===== src/design/pdsum_pkg.sv =====
`timescale 1ns / 1ps
// ----------------------------------------------------------------------------
// pdsum_pkg: shared types and constants for the proper divisor sum block
// Widths of the number, trial divisor and sum, the sequencer states and the
// divider result bundle.
// ----------------------------------------------------------------------------
package pdsum_pkg;

	// Width of the number field on the input port
	localparam int DATA_W      = 32;
	// Number of low bits of the input that are examined
	localparam int NUMBER_BITS = 32;
	// Trial divisors never pass sqrt(2^DATA_W), so half the width plus one
	localparam int DIV_W       = DATA_W / 2 + 1;
	// Width of the divisor sum field
	localparam int SUM_W       = 35;
	// Step counter of the divider, wide enough to hold DATA_W
	localparam int CNT_W       = $clog2(DATA_W + 1);

	// Mask that keeps the examined bits of the number
	localparam logic [DATA_W-1:0] NUM_MASK = (NUMBER_BITS >= DATA_W) ?
		{DATA_W{1'b1}} : DATA_W'((64'd1 << NUMBER_BITS) - 64'd1);

	// Sequencer states
	typedef enum logic [2:0] {
		ST_IDLE,
		ST_START,
		ST_DIV,
		ST_ADD_D,
		ST_ADD_Q,
		ST_DONE
	} pdsum_state_t;

	// Status from the divider to the sequencer
	typedef struct packed {
		logic              done;
		logic              rem_zero;
		logic [DATA_W-1:0] quotient;
	} pdsum_div_res_t;

endpackage


===== src/design/proper_divisor_sum_perfect_check_top.sv =====
`timescale 1ns / 1ps
// Sequence: for inputs 0 and 1 the result is offered the cycle after the input is taken;
// otherwise each trial divisor passes through a start state, the iterative divider
// including its done pulse, and up to two add states, over roughly sqrt(number) trial divisors.
// Throughput: one transaction at a time; the shared iterative divider sets the pace.
// Reset: arst_n clears the sequencer and output valid; no result is pending.
// ----------------------------------------------------------------------------
// proper_divisor_sum_perfect_check_top: aliquot sum by trial division
// Sums the proper divisors of the input number and flags perfect numbers,
// using one shared iterative divider under a small sequencer.
// ----------------------------------------------------------------------------
module proper_divisor_sum_perfect_check_top
	import pdsum_pkg::*;
(
	input  logic              clk,
	input  logic              arst_n,
	input  logic              in_valid,
	output logic              in_stall,
	input  logic [DATA_W-1:0] number,
	output logic              out_valid,
	input  logic              out_stall,
	output logic [SUM_W-1:0]  divisor_sum,
	output logic              is_perfect
);

	pdsum_state_t      state_q, state_d;

	logic [DATA_W-1:0] n_q;
	logic [DIV_W-1:0]  d_q;
	logic [SUM_W-1:0]  sum_q;
	logic              perfect_q;

	logic [DATA_W-1:0] n_in;
	logic              div_start;
	logic              load;
	logic              inc_d;
	logic              add_en;
	logic              add_sel;
	logic              finish;
	logic              d_gt_q;
	logic [SUM_W-1:0]  addend;
	pdsum_div_res_t    div_res;

	assign n_in   = number & NUM_MASK;
	assign d_gt_q = ({{(DATA_W-DIV_W){1'b0}}, d_q} > div_res.quotient);

	pdsum_div u_div (
		.clk      (clk),
		.arst_n   (arst_n),
		.start    (div_start),
		.dividend (n_q),
		.divisor  (d_q),
		.res      (div_res)
	);

	// Hold the sequencer state
	always_ff @(posedge clk or negedge arst_n) begin
		if (!arst_n) begin
			state_q <= ST_IDLE;
		end else begin
			state_q <= state_d;
		end
	end

	// Next state and datapath controls
	always_comb begin
		state_d   = state_q;
		div_start = 1'b0;
		load      = 1'b0;
		inc_d     = 1'b0;
		add_en    = 1'b0;
		add_sel   = 1'b0;
		finish    = 1'b0;
		unique case (state_q)
			ST_IDLE: begin
				if (in_valid) begin
					load    = 1'b1;
					state_d = (n_in < DATA_W'(2)) ? ST_DONE : ST_START;
				end
			end
			ST_START: begin
				div_start = 1'b1;
				state_d   = ST_DIV;
			end
			ST_DIV: begin
				if (div_res.done) begin
					if (d_gt_q) begin
						finish  = 1'b1;
						state_d = ST_DONE;
					end else if (div_res.rem_zero) begin
						state_d = ST_ADD_D;
					end else begin
						inc_d   = 1'b1;
						state_d = ST_START;
					end
				end
			end
			ST_ADD_D: begin
				add_en = 1'b1;
				if (div_res.quotient != {{(DATA_W-DIV_W){1'b0}}, d_q}) begin
					state_d = ST_ADD_Q;
				end else begin
					inc_d   = 1'b1;
					state_d = ST_START;
				end
			end
			ST_ADD_Q: begin
				add_en  = 1'b1;
				add_sel = 1'b1;
				inc_d   = 1'b1;
				state_d = ST_START;
			end
			ST_DONE: begin
				if (!out_stall) begin
					state_d = ST_IDLE;
				end
			end
			default: begin
				state_d = ST_IDLE;
			end
		endcase
	end

	// Shared adder operand: divisor or its cofactor; the sum of a 32-bit
	// number's proper divisors stays below 2^35, so no saturation is needed
	assign addend = add_sel ? SUM_W'(div_res.quotient) : SUM_W'(d_q);

	// Advance the number, trial divisor, running sum and perfect flag
	always_ff @(posedge clk) begin
		if (load) begin
			n_q       <= n_in;
			d_q       <= DIV_W'(2);
			sum_q     <= (n_in < DATA_W'(2)) ? SUM_W'(0) : SUM_W'(1);
			perfect_q <= 1'b0;
		end else begin
			if (inc_d) begin
				d_q <= d_q + DIV_W'(1);
			end
			if (add_en) begin
				sum_q <= sum_q + addend;
			end
			if (finish) begin
				perfect_q <= (n_q != '0) && (SUM_W'(n_q) == sum_q);
			end
		end
	end

	assign in_stall    = (state_q != ST_IDLE);
	assign out_valid   = (state_q == ST_DONE);
	assign divisor_sum = sum_q;
	assign is_perfect  = perfect_q;

endmodule


===== src/design/pdsum_div.sv =====
`timescale 1ns / 1ps
// ----------------------------------------------------------------------------
// pdsum_div: iterative restoring divider
// Produces one quotient bit per cycle; the quotient and remainder-zero flag
// hold after the done pulse until the next start.
// ----------------------------------------------------------------------------
module pdsum_div
	import pdsum_pkg::*;
(
	input  logic              clk,
	input  logic              arst_n,
	input  logic              start,
	input  logic [DATA_W-1:0] dividend,
	input  logic [DIV_W-1:0]  divisor,
	output pdsum_div_res_t    res
);

	logic              busy_q;
	logic              done_q;
	logic [CNT_W-1:0]  cnt_q;
	logic [DIV_W-1:0]  rem_q;
	logic [DATA_W-1:0] quo_q;

	logic [DIV_W:0]    trial;
	logic              fits;
	logic [DIV_W:0]    diff;

	// Shift in the next dividend bit and trial-subtract the divisor
	always_comb begin
		trial = {rem_q, quo_q[DATA_W-1]};
		fits  = (trial >= {1'b0, divisor});
		diff  = trial - {1'b0, divisor};
	end

	// Control: busy flag, step counter and done pulse
	always_ff @(posedge clk or negedge arst_n) begin
		if (!arst_n) begin
			busy_q <= 1'b0;
			done_q <= 1'b0;
			cnt_q  <= '0;
		end else begin
			done_q <= 1'b0;
			if (start) begin
				busy_q <= 1'b1;
				cnt_q  <= CNT_W'(DATA_W);
			end else if (busy_q) begin
				cnt_q <= cnt_q - CNT_W'(1);
				if (cnt_q == CNT_W'(1)) begin
					busy_q <= 1'b0;
					done_q <= 1'b1;
				end
			end
		end
	end

	// Datapath: partial remainder and quotient shift register
	always_ff @(posedge clk) begin
		if (start) begin
			rem_q <= '0;
			quo_q <= dividend;
		end else if (busy_q) begin
			rem_q <= fits ? diff[DIV_W-1:0] : trial[DIV_W-1:0];
			quo_q <= {quo_q[DATA_W-2:0], fits};
		end
	end

	assign res.done     = done_q;
	assign res.rem_zero = (rem_q == '0);
	assign res.quotient = quo_q;

endmodule

===== config.mk =====
export PLATFORM = sky130hd
export DESIGN_NAME = proper_divisor_sum_perfect_check_top
export DESIGN_NICKNAME = d
export VERILOG_FILES = /design/src/design/pdsum_pkg.sv /design/src/design/proper_divisor_sum_perfect_check_top.sv /design/src/design/pdsum_div.sv
export SDC_FILE = /design/constraint.sdc
export NUM_CORES = 1
export LEC_CHECK = 0
export BUFFER_PORTS_ARGS = -buffer_cell sky130_fd_sc_hd__buf_2
export CORE_MARGIN = 4
export CORE_UTILIZATION = 65
export CTS_CLUSTER_DIAMETER = 50
export DETAILED_ROUTE_END_ITERATION = 7
export GPL_ROUTABILITY_DRIVEN = 0
export HOLD_SLACK_MARGIN = 0.05
export PLACE_DENSITY = 0.88
export SYNTH_ARGS = -nofsm -noshare
export SYNTH_HDL_FRONTEND = slang
export SYNTH_SLANG_ARGS = --single-unit

===== constraint.sdc =====
create_clock -name clk -period 6.7 [get_ports clk]
set_input_delay 1.005 -clock clk [delete_from_list [all_inputs] [get_ports clk]]
set_output_delay 1.005 -clock clk [all_outputs]
set_load 0.05 [all_outputs]

-- After elaboration in Yosys (flattened, before gate mapping)
Cells that the tools add are included.
- bits in registers: 145
- input port bits: 36
- output and inout port bits: 38
- $add $sub $neg: 4
- magnitude comparators: 3
- equality and inequality tests: 11
- multiplexer cells: 36
- reduce and logical (&&, ||, !) cells: 9
- operators with widths (operator ; count):
    two-way mux 32 bit ; 3
    two-way mux 35 bit ; 2
    adder 35 x 32 -> 35 bit ; 1
    equality test 32 x 35 -> 1 bit ; 1
    greater-than comparator 17 x 32 -> 1 bit ; 1
    less-than comparator 32 x 2 -> 1 bit (second input constant) ; 1
    inequality test 32 x 17 -> 1 bit ; 1
    nonzero test 32 bit ; 1
    two-way mux 1 bit ; 19
    >= comparator 18 x 17 -> 1 bit ; 1
    two-way mux 3 bit ; 6
    one-hot mux 3 bit (6 select lines) ; 1
    adder 17 x 1 -> 17 bit (second input constant) ; 1
    logical NOT 17 bit ; 1
    two-way mux 17 bit ; 1
    subtractor 17 bit ; 1
    two-way mux 6 bit ; 2
    equality test 3 x 2 -> 1 bit (second input constant) ; 2
    equality test 3 bit (second input constant) ; 2
    equality test 6 x 1 -> 1 bit (second input constant) ; 1
    subtractor 6 x 1 -> 6 bit (second input constant) ; 1
    inequality test 2 bit (second input constant) ; 2
    nonzero test 2 bit ; 2
    equality test 3 x 1 -> 1 bit (second input constant) ; 1
    other kinds (8) ; 8

-- Depth between registers and ports, before layout
Gate-level depths: netlist (run 1).
- depth in word-level cells: 6
- gate-level depth with buffers: 16
- depth with buffers taken out: 13

-- Hierarchy
Synthesis (run 1) repeated with hierarchy kept, for this count alone.
- cell total of the unflattened synthesis: 957
- area total of the unflattened synthesis: 9685.5 µm²
- modules (own cells, without submodules) (module ; times used ; cells each ; area each (µm²)):
    proper_divisor_sum_perfect_check_top ; 1 ; 637 ; 6182.2
    pdsum_div ; 1 ; 320 ; 3503.4

-- Worst setup path before layout (run 1)
OpenSTA, ideal clock, no wires.
- kind: in2reg
- from: input port in_valid
- to: register sum_q[0] (netlist: divisor_sum[0]) (enable)
- arrival: 3689 ps
- required time: 6220 ps
- slack: 2531 ps
- stages: 2
- path through: nor2_1 o31ai_1
- longest elaborated chain between the ends: 3
- ends and longest elaborated chain (item ; RTL line ; text):
    from (decl) ; proper_divisor_sum_perfect_check_top.sv:17 ; input logic in_valid,
    two-way mux 1 bit ; proper_divisor_sum_perfect_check_top.sv:76 ; if (in_valid) begin
    two-way mux 1 bit ; proper_divisor_sum_perfect_check_top.sv:74 ; unique case (state_q)
    nonzero test 2 bit (no line) ; - ;
    to (signal assigned) ; proper_divisor_sum_perfect_check_top.sv:133 ; sum_q <= (n_in < DATA_W'(2)) ? SUM_W'(0) : SUM_W'(1);
    to (signal assigned) ; proper_divisor_sum_perfect_check_top.sv:140 ; sum_q <= sum_q + addend;
    to (decl) ; proper_divisor_sum_perfect_check_top.sv:30 ; logic [SUM_W-1:0] sum_q;
Every way passes these cells.
A chain may end at the register's enable or synchronous reset.

-- Final worst setup path (run 1)
- from: register state_q[2]
- to: register sum_q[31] (netlist: divisor_sum[31]), data pin
- longest elaborated chain between the ends: 6
- elaborated cells between the ends (all ways): 8
- ends and longest elaborated chain (item ; RTL line ; text):
    from (decl) ; proper_divisor_sum_perfect_check_top.sv:26 ; pdsum_state_t state_q, state_d;
    from (signal assigned) ; proper_divisor_sum_perfect_check_top.sv:61 ; state_q <= state_d;
    equality test 3 bit ; proper_divisor_sum_perfect_check_top.sv:74 ;
    two-way mux 1 bit ; proper_divisor_sum_perfect_check_top.sv:74 ;
    two-way mux 32 bit ; proper_divisor_sum_perfect_check_top.sv:126 ; assign addend = add_sel ? SUM_W'(div_res.quotient) : SUM_W'(d_q);
    adder 35 x 32 -> 35 bit ; proper_divisor_sum_perfect_check_top.sv:140 ;
    two-way mux 35 bit ; proper_divisor_sum_perfect_check_top.sv:139 ; if (add_en) begin
    two-way mux 35 bit (*) ; proper_divisor_sum_perfect_check_top.sv:130 ; if (load) begin
Every way passes the cells marked *; elsewhere a longest branch is shown, timed or not. The select of a mux whose other input is x is not followed.

==> results of run 1 <==
## cells by family after synthesis
kind of cell    synth area share (%)
simple gates                   20.99
compound gates                 16.15
flops                          40.54
buf+inv                        3.970
xor+xnor                       6.385
fa+ha+maj                      9.275
mux                            2.685
## stage by stage
step / worst slack, ns / instances
6_report: 2.622 / 1322
4_1_cts: 2.696 / 1322
3_5_place_dp: 2.698 / 1290
2_1_floorplan: 2.531 / 1065
3_3_place_gp: 2.805 / 1290
5_1_grt: 2.300 / 1322
## layout make-up
cell class / count / area (µm²) / share of cell area, %
Inverter: 50 / 187.7 / 1.735
Clock buffer: 23 / 488.0 / 4.512
Tap cell: 184 / 230.2 / 2.129
Clock inverter: 9 / 107.6 / 0.9949
Multi-Input combinational cell: 830 / 5428 / 50.19
Sequential cell: 145 / 3949 / 36.51
Timing Repair Buffer: 81 / 425.4 / 3.933
## routing by layer
| layer | share of wire (%) | GRT usage (%) |
|---|---|---|
| met1 | 41 | 41.19 |
| met2 | 46 | 48.73 |
| met3 | 8.4 | 7.927 |
| met4 | 4.6 | 14.82 |
| met5 | 0.039 | 0 |
## power by group through the flow
stage	combinational [mW]	clock, mW	sequential [mW]
2_1_floorplan	0.00130	0	0.968
3_3_place_gp	0.0154	0	0.968
3_5_place_dp	0.0162	0	0.968
4_1_cts	0.0162	0.962	0.949
5_1_grt	0.0181	1.00	0.948
6_report	0.0161	0.967	0.949
## critical path, delay by kind of cell, from the launching register on
kind	cells	cell delay (ns)
AOI/OAI and AO/OA	7	1.99
DFF	1	0.56
buffers and inverters	1	0.39
adders and majority gates	1	0.34
and+or+nand+nor	2	0.31
xor gates and xnor gates	1	0.21
## worst paths after layout
| kind | endpoint | slack (ns) | cells after the start |
|---|---|---|---|
| min in group clk | d_q[16]$_SDFFE_PP0P_ | 0.49 | 2 |
| min reg2reg | d_q[16]$_SDFFE_PP0P_ | 0.49 | 2 |
| max | divisor_sum[31]$_SDFFCE_PP0P_ | 2.62 | 12 |
| max in group asynchronous | u_div.cnt_q[4]$_DFFE_PN0P_ | 6.09 | 1 |
| max reg2reg | divisor_sum[31]$_SDFFCE_PP0P_ | 2.62 | 12 |
| min | u_div.cnt_q[2]$_DFFE_PN0P_ | 0.42 | 1 |
## cells in the final DEF, fill, tap and decap left out, types with 13 or more instances in the layout
cell type and n:
a211oi_1 14, a21oi_1 53, and2_1 19, buf_2 73, clkbuf_16 17, dfxtp_1 35, edfxtp_1 99, ha_1 69
inv_1 48, mux2i_1 25, nand2_1 143, nand3_1 21, nand4_1 18, nor2_1 87, nor3_1 27, nor4_1 34
o21a_1 13, o21ai_0 75, xnor2_1 25, xor2_1 46
## registers in the layout, summed over array words and instances (netlist names)
register,flops
is_perfect,1
u_div.done_q,1
state_q,3
u_div.busy_q,1
d_q,17
u_div.rem_q,17
n_q,32
u_div.cnt_q,6
divisor_sum,35
u_div.quo_q,32
==> results.txt, run 1 <==
----------------------------------------------------
[Global route]
  Global routing usage summed across all routing layers ... 31.28%
  First-pass GRT wire length ... about 41,000 µm
  Largest net degree at the start of global routing ... between 50 and 60
  Total grt overflow ... 0
  Initial antenna violation count ... 1
  Vias in the first global route ... 7,973

[STA]
  Worst-case clock skew ... 0.009107 ns
  Fin Setup TNS ... 0 ns
  Number of hold violations in the final report ... 0
  Max-slew violation count ... 0
  Transition time of the tightest slew-check pin ... just under 0.9 ns
  Maximum clock rate ... 245.2 MHz
  Final Hold Slack ... 0.4195 ns
  Final critical-path share of the clock period ... 60.87%
  Setup repair after global routing missed its margin ... no
  Final-report setup violation count ... 0
  Final min period ... 4.078 ns
  Worst max-slew margin expressed relative to the limit ... 40.54%

[Detailed routing]
  Detailed-route vias per instance ... 6.446
  First-pass iteration count of the detailed router ... 5
  Remaining number of nets flagged by the antenna check after routing ... 0
  Per-cell routed wire length ... 19.47 µm
  Post-Route WL ... 25,740 µm
  DRC violation total after the first TritonRoute iteration ... 801
  Via count ... between 8,000 and 9,000
  DRC Markers ... 0

[Die]
  Die outline area ... ~0.017 mm²
  Row Count ... 44
  Effective utilization at floorplan ... approximately two thirds
  Horizontal die dimension ... 130.4 µm
  IO Count ... 74
  Height of the die ... 130.4 µm
  Total core area ... 0.01459 mm²

[Clock network]
  Count of cells resized by post-cts repair ... 0
  Setup Fix Bufs, Post-CTS ... 0
  Count of H-tree levels built during CTS ... 4
  Clock latency on the worst-skew pair ... 0.44 ns
  Clock tree buffer depth ... 2
  Clock slew at reported path FFs ... 0.06 ns
  Total clock buffers created by CTS ... 17
  Clock tree from TritonCTS ... built
  # hold bufs at CTS ... 0
  Number of sinks driven by the clock tree ... 145
  Clock root buffer ... clkbuf_16

[Worst setup path]
  Kind of critical path ... flip-flop to flip-flop
  Nature of the critical path startpoint ... flip-flop
  Critical path's largest stage delay ... 0.56 ns
  Cells along the critical path ... nor3b_2 -> buf_4 -> o21ai_0 -> ha_1 -> a211oi_1 -> o21ai_0 -> a21oi_1 -> o22ai_1 -> a41o_1 -> o41ai_1 -> xor2_1 -> nor2_1
  Critical-path maximum fanout ... 50
  Cell mode on critical path ... o21ai_0
  Launch point of the worst path ... state_q[2]$_DFFE_PN0P_
  Cell at the slowest stage of the critical path ... dfrtp_1
  Critical path data required time ... 6.88 ns
  RR Startpoint ... state_q[2]$_DFFE_PN0P_
  CP Capture Type ... flip-flop
  WP data arrival ... between 4 and 5 ns

[Synthesis]
  Number of flops mapped to enable cells by yosys ... 99
  Yosys top cell area share ... 30.52%
  Most used standard cells in the synthesized netlist ... nand2_1, edfxtp_1, nor2_1, o21ai_0, ha_1
  Instance count of the mapped netlist ... 1,065
  Unique masters post-synth ... 79
  Post-Synthesis Cell Area ... 0.009739 mm²
  Cell taking the most area after synthesis ... edfxtp_1
  Yosys warnings ... 0
  Dominant synthesized flop cell ... edfxtp_1
  Most frequent cell after synthesis ... nand2_1
  Top cells by area in the synthesized netlist ... edfxtp_1, ha_1, dfxtp_1, nand2_1, xor2_1
  Net count of the mapped netlist ... 1,172
  Sequential fraction of the synthesis area ... 40.54%
  Mean Syn Cell Area ... 9.145 µm²
  Proportion of synthesized flip-flops having asynchronous set or reset ... under 10%
  Register bit count reported by yosys ... around 150

[Layout]
  Antenna diode count ... 0
  Area growth from synthesis to layout ... 11.05%
  Number of inserted filler cells in the final layout ... 1,038
  Total non-filler cell area in the finished layout ... 0.01082 mm²
  Final net count ... about 1,200
  Fraction of final layout cells sized beyond drive strength 1 ... around 12%
  Utilization of the core after routing ... 74.13%

[Min path]
  Hold Crit Class ... input port to async pin

[Placed design]
  Post-detail-place hpwl ... 19,090 µm
  Cell area reported after detailed placement ... 0.01022 mm²
  Count of input and output buffers ... 73

[Pwr]
  Total power consumption of the routed design ... 1.931 mW
  Worst VDD drop ... 0.1945 mV
  Leakage power figure ... 4.374 nW
  PwrDens ... 178.6 mW/mm²
  Share of total power consumed by net switching ... 20.15%
  Sequential cell fraction of total power ... between 40% and 50%
  Net load switching power ... 0.3892 mW
  Logic pwr share ... 0.8%
  Int Pwr ... 1.542 mW
  Clock group share of total power ... 50.1%

[Run]
  Max Cap Viol ... 0

[Run status]
  Status ... completed

----------------------------------------------------
Power figures use the tool's default switching activity.
==> inputs of run 2 (changes only) <==
Settings changed: CORE_UTILIZATION 65 to 55, PLACE_DENSITY 0.88 to 0.8.
Clock period 6.7 ns to 3.7 ns, I/O delays scaled along.
==> run 2 against run 1 <==
Against the previous run:
- critical path depth up 1
- clock skew up 0.00065 ns
- via count up 0.36%
- first-iteration DRC count up 33%
- final cell count up 3.9%
- sequential cell count unchanged
- worst setup slack worse by 2.5 ns
- clock power up 80%
- utilization down 10 points
- largest cell class unchanged
==> results.txt, run 2 (same netlist as run 1, synthesis figures left out) <==
----------------------------------------------------
[Worst setup path]
  Critical path data required time ... 3.85 ns (-3.03 ns)
  WP data arrival ... 3.71 ns (-0.54 ns)
  Critical-path maximum fanout ... 34 (-32%)
  Kind of critical path ... flip-flop to flip-flop
  CP Capture Type ... flip-flop
  Nature of the critical path startpoint ... flip-flop

[Die]
  Total core area ... 0.01730 mm² (+19%)
  Horizontal die dimension ... 141.1 µm (+8.2%)
  Height of the die ... 141.1 µm (+8.2%)
  Row Count ... 48 (+9.1%)
  IO Count ... 74 (unchanged)
  Effective utilization at floorplan ... 56.31% (-10 points)
  Die outline area ... 0.01990 mm² (+17%)

[STA]
  Final-report setup violation count ... 0 (unchanged)
  Worst-case clock skew ... 0.009759 ns (+0.0006527 ns)
  Final critical-path share of the clock period ... 96.02% (+35 points)
  Number of hold violations in the final report ... 0 (unchanged)
  Fin Setup TNS ... 0 ns (unchanged)
  Maximum clock rate ... 281.5 MHz (+15%)
  Worst setup slack after layout ... 0.1472 ns (-2.474 ns)
  Worst max-slew margin expressed relative to the limit ... 34.35% (-6.2 points)
  Final min period ... 3.553 ns (-0.5255 ns)
  Max-slew violation count ... 0 (unchanged)
  Transition time of the tightest slew-check pin ... 0.9795 ns (+0.09245 ns)

[Layout]
  Final net count ... 1,242 (+0.81%)
  Antenna diode count ... 0 (unchanged)
  Utilization of the core after routing ... 63.66% (-10 points)
  Leading cell types in the layout, fill and taps excluded ... nand2_1, edfxtp_1, nor2_1
  Flip-flop count of the largest register, all copies and words added ... 35 (unchanged)
  Area growth from synthesis to layout ... 13.05%
  Number of inserted filler cells in the final layout ... 1,391 (+34%)
  Fraction of final layout cells sized beyond drive strength 1 ... 12.98% (+1.4 points)
  Most common cell after layout, fill and taps aside ... nand2_1
  Total non-filler cell area in the finished layout ... 0.01101 mm² (+1.8%)
  Non-Filler Instances ... 1,373 (+3.9%)

[Detailed routing]
  Per-cell routed wire length ... 19.04 µm (-2.2%)
  Remaining number of nets flagged by the antenna check after routing ... 0 (unchanged)
  Via count ... 8,553 (+0.36%)
  Post-Route WL ... 26,140 µm (+1.6%)
  DRC violation total after the first TritonRoute iteration ... 1,065 (+33%)
  First-pass iteration count of the detailed router ... 5 (unchanged)
  Detailed-route vias per instance ... 6.229 (-3.4%)
  DRC Markers ... 0 (unchanged)

[Global route]
  Global-route layer with the greatest usage ... met2
  Global routing usage summed across all routing layers ... 26.30% (-5.0 points)
  Total grt overflow ... 0 (unchanged)
  GR Util met2 ... 42.74% (-6.0 points)
  First-pass GRT wire length ... 41,660 µm (+1.4%)
  Initial antenna violation count ... 0 (-1)
  Vias in the first global route ... 8,040 (+0.84%)
  GR Util met1 ... 35.53% (-5.7 points)
  Global routing met3 resource utilization ... 4.749% (-3.2 points)
  Largest net degree at the start of global routing ... 48 (-5.9%)

[Placed design]
  Cell area reported after detailed placement ... 0.01036 mm² (+1.3%)
  Count of input and output buffers ... 73 (unchanged)
  Pre-CTS worst setup slack ... -0.09260 ns (-2.791 ns)
  Cell total after placement ... 1,339 (+3.8%)
  Post-detail-place hpwl ... 19,270 µm (+0.95%)

[Min path]
  Hold Crit Class ... input port to flip-flop

[Run status]
  Status ... completed

[Clock network]
  Total clock buffers created by CTS ... 17 (unchanged)
  Clock root buffer ... clkbuf_16
  Clock tree from TritonCTS ... built
  Clock latency on the worst-skew pair ... 0.43 ns (about the same)
  Clock tree buffer depth ... 2 (unchanged)
  Number of sinks driven by the clock tree ... 145 (unchanged)
  Count of H-tree levels built during CTS ... 4 (unchanged)
  Clock slew at reported path FFs ... 0.07 ns (about the same)

[Pwr]
  Leakage power figure ... 4.436 nW (+1.4%)
  PwrDens ... 316.6 mW/mm² (+77%)
  Worst VDD drop ... 0.3726 mV (+92%)

[Run]
  Max Cap Viol ... 0 (unchanged)

----------------------------------------------------
-- run 2: report_power, final --
group | switching, mW | internal [mW] | total [mW]
clock network | 0.736 | 1.00 | 1.74
logic | 0.0148 | 0.0153 | 0.0301
registers | 0 | 1.72 | 1.72
-- run 2: what timing repair did --
item | CTS | global route
setup endpoints to repair | 4 | 10
pin swaps | 0 | 4
hold endpoints to repair | 11 | 0
buffers inserted | 0 | 1
hold buffers | 1 | 0
resized for setup | 1 | 8
-- run 2: routing by layer --
layer	up-vias	part of all wire [%]
met2	429	47
met3	63	9.2
met1	4005	41
met5	-	0
li1	4056	-
met4	0	3.0
-- run 2: through the flow --
| step | hold slack, ns | total power [mW] |
|---|---|---|
| after global routing | 0.2870 | 3.577 |
| after global placement | 0.4343 | 1.780 |
| after CTS | 0.2888 | 3.497 |
| final | 0.3030 | 3.486 |
| after detailed placement | 0.4338 | 1.781 |
| after floorplan | 0.2594 | 1.755 |
-- run 2: layout make-up --
class	instances	area [µm²]	area share, %
tap	225	281.5	2.557
clock inverter	14	155.1	1.409
timing repair buffer	91	528.0	4.795
clock buffer	18	429.2	3.898
inverter	50	187.7	1.705
multi-input combinational	830	5480	49.77
sequential	145	3949	35.86
-- run 2: critical path: stages, from the launching register on --
cell      delay [ns]
dfrtp_1         0.41
nor3b_4         0.26
buf_12          0.21
nand2_1         0.08
o21ai_0         0.08
ha_1            0.32
a21oi_1         0.24
o211ai_1        0.13
a311oi_1        0.45
o22ai_2         0.23
a41o_1          0.31
o41ai_1         0.30
xor2_1          0.20
nor2_1          0.05
-- run 2: path summary, 6_finish.rpt --
check / cells after the start / startpoint / slack, ns / endpoint
setup / recovery: 13 / state_q[0]$_DFFE_PN0P_ / 0.15 / divisor_sum[31]$_SDFFCE_PP0P_
hold / removal: 1 / number[0] / 0.30 / n_q[0]$_DFFE_PP_
setup reg to reg: 13 / state_q[0]$_DFFE_PN0P_ / 0.15 / divisor_sum[31]$_SDFFCE_PP0P_
hold reg to reg: 2 / d_q[16]$_SDFFE_PP0P_ / 0.49 / d_q[16]$_SDFFE_PP0P_
max in group asynchronous: 2 / arst_n / 2.96 / state_q[1]$_DFFE_PN0P_
min in group asynchronous: 2 / arst_n / 0.53 / u_div.cnt_q[4]$_DFFE_PN0P_
==> inputs of run 3 (changes only) <==
Settings changed: PLACE_DENSITY 0.8 to 0.77.
==> run 3 against run 2 <==
Against the previous run:
- cell area decreased by 0.33%
- critical path depth stayed put
- routed wire length increased by 1.3%
- total power is 1.6% lower
- worst setup slack gained 0.0080 ns
- clock skew fell by 0.0020 ns
- clock power down 3%
- first-iteration DRC count fell by 16%
- die area is the same
- register-to-register slack about the same
- global-route usage is 0.43 points higher
- sequential share of layout area up 0.12 points
==> results.txt, run 3 (same netlist as run 1, synthesis figures left out) <==
----------------------------------------------------
[Run status]
  Status ... completed

[Die]
  Row Count ... 48 (unchanged)
  Die outline area ... 0.01990 mm² (unchanged)
  IO Count ... 74 (unchanged)
  Horizontal die dimension ... 141.1 µm (unchanged)
  Effective utilization at floorplan ... 56.31% (unchanged)
  Total core area ... 0.01730 mm² (unchanged)
  Height of the die ... 141.1 µm (unchanged)

[Placed design]
  Cell area reported after detailed placement ... 0.01035 mm² (about the same)
  Count of input and output buffers ... 73 (unchanged)
  Post-detail-place hpwl ... 19,790 µm (+2.7%)
  Cell total after placement ... 1,338 (-0.075%)

[Min path]
  Hold Crit Class ... input port to flip-flop
  Worst Hold Path EP ... n_q[0]$_DFFE_PP_
  Number of cells on the worst hold path ... 1 (unchanged)
  Min-delay src ... number[0]

[Clock network]
  Clock tree from TritonCTS ... built
  Total clock buffers created by CTS ... 17 (unchanged)
  Clock slew at reported path FFs ... 0.06 ns (about the same)
  Clock root buffer ... clkbuf_16
  Count of H-tree levels built during CTS ... 4 (unchanged)
  Clock latency on the worst-skew pair ... 0.42 ns (about the same)
  Number of sinks driven by the clock tree ... 145 (unchanged)
  Clock tree buffer depth ... 2 (unchanged)

[Detailed routing]
  Wire length on met2 ... 12,250 µm (-0.93%)
  Per-cell routed wire length ... 19.29 µm (+1.3%)
  Top layer reached by signal wires ... met4
  First-pass iteration count of the detailed router ... 6 (+1)
  Detailed-route vias per instance ... 6.258 (+0.46%)
  Remaining number of nets flagged by the antenna check after routing ... 0 (unchanged)
  DRC Markers ... 0 (unchanged)
  Post-Route WL ... 26,470 µm (+1.3%)
  Via count ... 8,586 (+0.39%)
  DRT met1 WL ... 11,300 µm (+6.7%)
  DRC violation total after the first TritonRoute iteration ... 896 (-16%)
  Met3 routed WL ... 2149 µm (-10%)

[Layout]
  Total non-filler cell area in the finished layout ... 0.01097 mm² (-0.33%)
  Area growth from synthesis to layout ... 12.68%
  Fraction of final layout cells sized beyond drive strength 1 ... 12.47% (-0.51 points)
  Non-Filler Instances ... 1,372 (-0.073%)
  Antenna diode count ... 0 (unchanged)
  Leading cell types in the layout, fill and taps excluded ... nand2_1, edfxtp_1, nor2_1
  Number of inserted filler cells in the final layout ... 1,422 (+2.2%)
  Final net count ... 1,241 (-0.081%)
  Flip-flop count of the largest register, all copies and words added ... 35 (unchanged)
  Most common cell after layout, fill and taps aside ... nand2_1

[Pwr]
  Worst VDD drop ... 0.3073 mV (-18%)
  Total power consumption of the routed design ... 3.432 mW (-1.6%)
  Leakage power figure ... 4.421 nW (-0.33%)
  PwrDens ... 312.7 mW/mm² (-1.2%)

[STA]
  Max-slew violation count ... 0 (unchanged)
  Final min period ... 3.545 ns (-0.007985 ns)
  Worst-case clock skew ... 0.007778 ns (-0.001982 ns)
  Transition time of the tightest slew-check pin ... 1.025 ns (+0.04562 ns)
  Maximum clock rate ... 282.1 MHz (+0.23%)
  Final critical-path share of the clock period ... 95.81% (-0.22 points)
  Worst max-slew margin expressed relative to the limit ... 31.29% (-3.1 points)
  Number of hold violations in the final report ... 0 (unchanged)
  Final-report setup violation count ... 0 (unchanged)

[Worst setup path]
  Cell at the slowest stage of the critical path ... ha_1
  WP data arrival ... 3.82 ns (+0.11 ns)
  Critical path's largest stage delay ... 0.42 ns (-0.03 ns)
  Depth of the most critical reg-to-reg path ... 13 (unchanged)
  Category of cells accounting for the largest share of critical-path delay ... compound AO/OA/AOI/OAI gates
  Endpoint of the most critical register-to-register path ... divisor_sum[33]$_SDFFCE_PP0P_
  Kind of critical path ... flip-flop to flip-flop
  CP Capture Type ... flip-flop
  Cells along the critical path ... nor3b_2 -> buf_4 -> buf_6 -> o21ai_0 -> ha_1 -> nand3_1 -> nor3_1 -> nand3b_1 -> o22ai_1 -> a41o_1 -> o21ai_0 -> a21boi_0 -> mux2i_1
  RR Startpoint ... state_q[0]$_DFFE_PN0P_
  Critical path data required time ... 3.97 ns (+0.12 ns)
  Critical-path maximum fanout ... 21 (-38%)
  CP Buf/Inv Count ... 2 (+1)
  Nature of the critical path startpoint ... flip-flop
  Cell mode on critical path ... o21ai_0
  Internal reg-to-reg setup slack ... 0.16 ns (about the same)

[Global route]
  Initial antenna violation count ... 0 (unchanged)
  Vias in the first global route ... 8,084 (+0.55%)
  Total grt overflow ... 0 (unchanged)
  Largest net degree at the start of global routing ... 63 (+31%)
  First-pass GRT wire length ... 42,100 µm (+1.1%)
  Global routing usage summed across all routing layers ... 26.73% (+0.43 points)

[Run]
  Max Cap Viol ... 0 (unchanged)

----------------------------------------------------
run 3: per-stage QoR:
stage	util [%]	hold WS (ns)	setup slack (ns)	setup TNS (ns)
finish	63.45	0.3112	0.1552	0
CTS	63.18	0.3005	0.07298	0
floorplan	-	0.2594	0.01703	0
global route	63.45	0.2980	-0.0004561	-0.0004561
detailed placement	59.83	0.4407	0.07489	0
global placement	59.83	0.4357	0.2139	0
run 3: repair_timing:
| action | CTS | global route |
|---|---|---|
| endpoints found under the setup margin | 0 | 9 |
| gates resized for setup | 0 | 6 |
| hold endpoints to repair | 11 | 0 |
| setup buffers | 0 | 1 |
| hold buffers | 1 | 0 |
run 3: power breakdown:
part | switching [mW] | internal (mW) | leakage, nW
sequential | 0 | 1.72 | 1.14
clock | 0.698 | 0.985 | 0.272
combinational | 0.0153 | 0.0153 | 3.01
total | 0.714 | 2.72 | 4.42
run 3: worst reg2reg max path, cell delays in order (launching register included):
cell      delay, ns
dfrtp_1        0.39
nor3b_2        0.20
buf_4          0.21
buf_6          0.19
o21ai_0        0.11
ha_1           0.42
nand3_1        0.13
nor3_1         0.37
nand3b_1       0.14
o22ai_1        0.38
a41o_1         0.30
o21ai_0        0.08
a21boi_0       0.24
mux2i_1        0.22
run 3: worst max-delay path by stage:
stage / start / to / slack [ns] / depth (start not counted)
2_1_floorplan: state_q[0]$_DFFE_PN0P_ / divisor_sum[32]$_SDFFCE_PP0P_ / 0.02 / 15
3_3_place_gp: state_q[0]$_DFFE_PN0P_ / divisor_sum[32]$_SDFFCE_PP0P_ / 0.21 / 13
3_5_place_dp: state_q[0]$_DFFE_PN0P_ / divisor_sum[32]$_SDFFCE_PP0P_ / 0.07 / 13
4_1_cts: state_q[0]$_DFFE_PN0P_ / divisor_sum[32]$_SDFFCE_PP0P_ / 0.07 / 13
5_1_grt: state_q[0]$_DFFE_PN0P_ / divisor_sum[32]$_SDFFCE_PP0P_ / -0.0005 / 14
6_report: state_q[0]$_DFFE_PN0P_ / divisor_sum[33]$_SDFFCE_PP0P_ / 0.16 / 13
run 3: per-layer routing:
metal  GRT usage [%]  vias to the layer above
met4           8.771                        0
met1           36.59                     4044
met5               0                        -
met3           5.936                       61
li1                -                     4052
met2           42.26                      429
run 3: area by class of cell:
cell class / instances / area, µm² / area share (%)
Clock inverter: 15 / 143.9 / 1.311
Multi-Input combinational cell: 830 / 5463 / 49.78
Inverter: 50 / 187.7 / 1.710
Sequential cell: 145 / 3949 / 35.98
Tap cell: 225 / 281.5 / 2.565
Clock buffer: 17 / 425.4 / 3.876
Timing Repair Buffer: 90 / 524.3 / 4.777
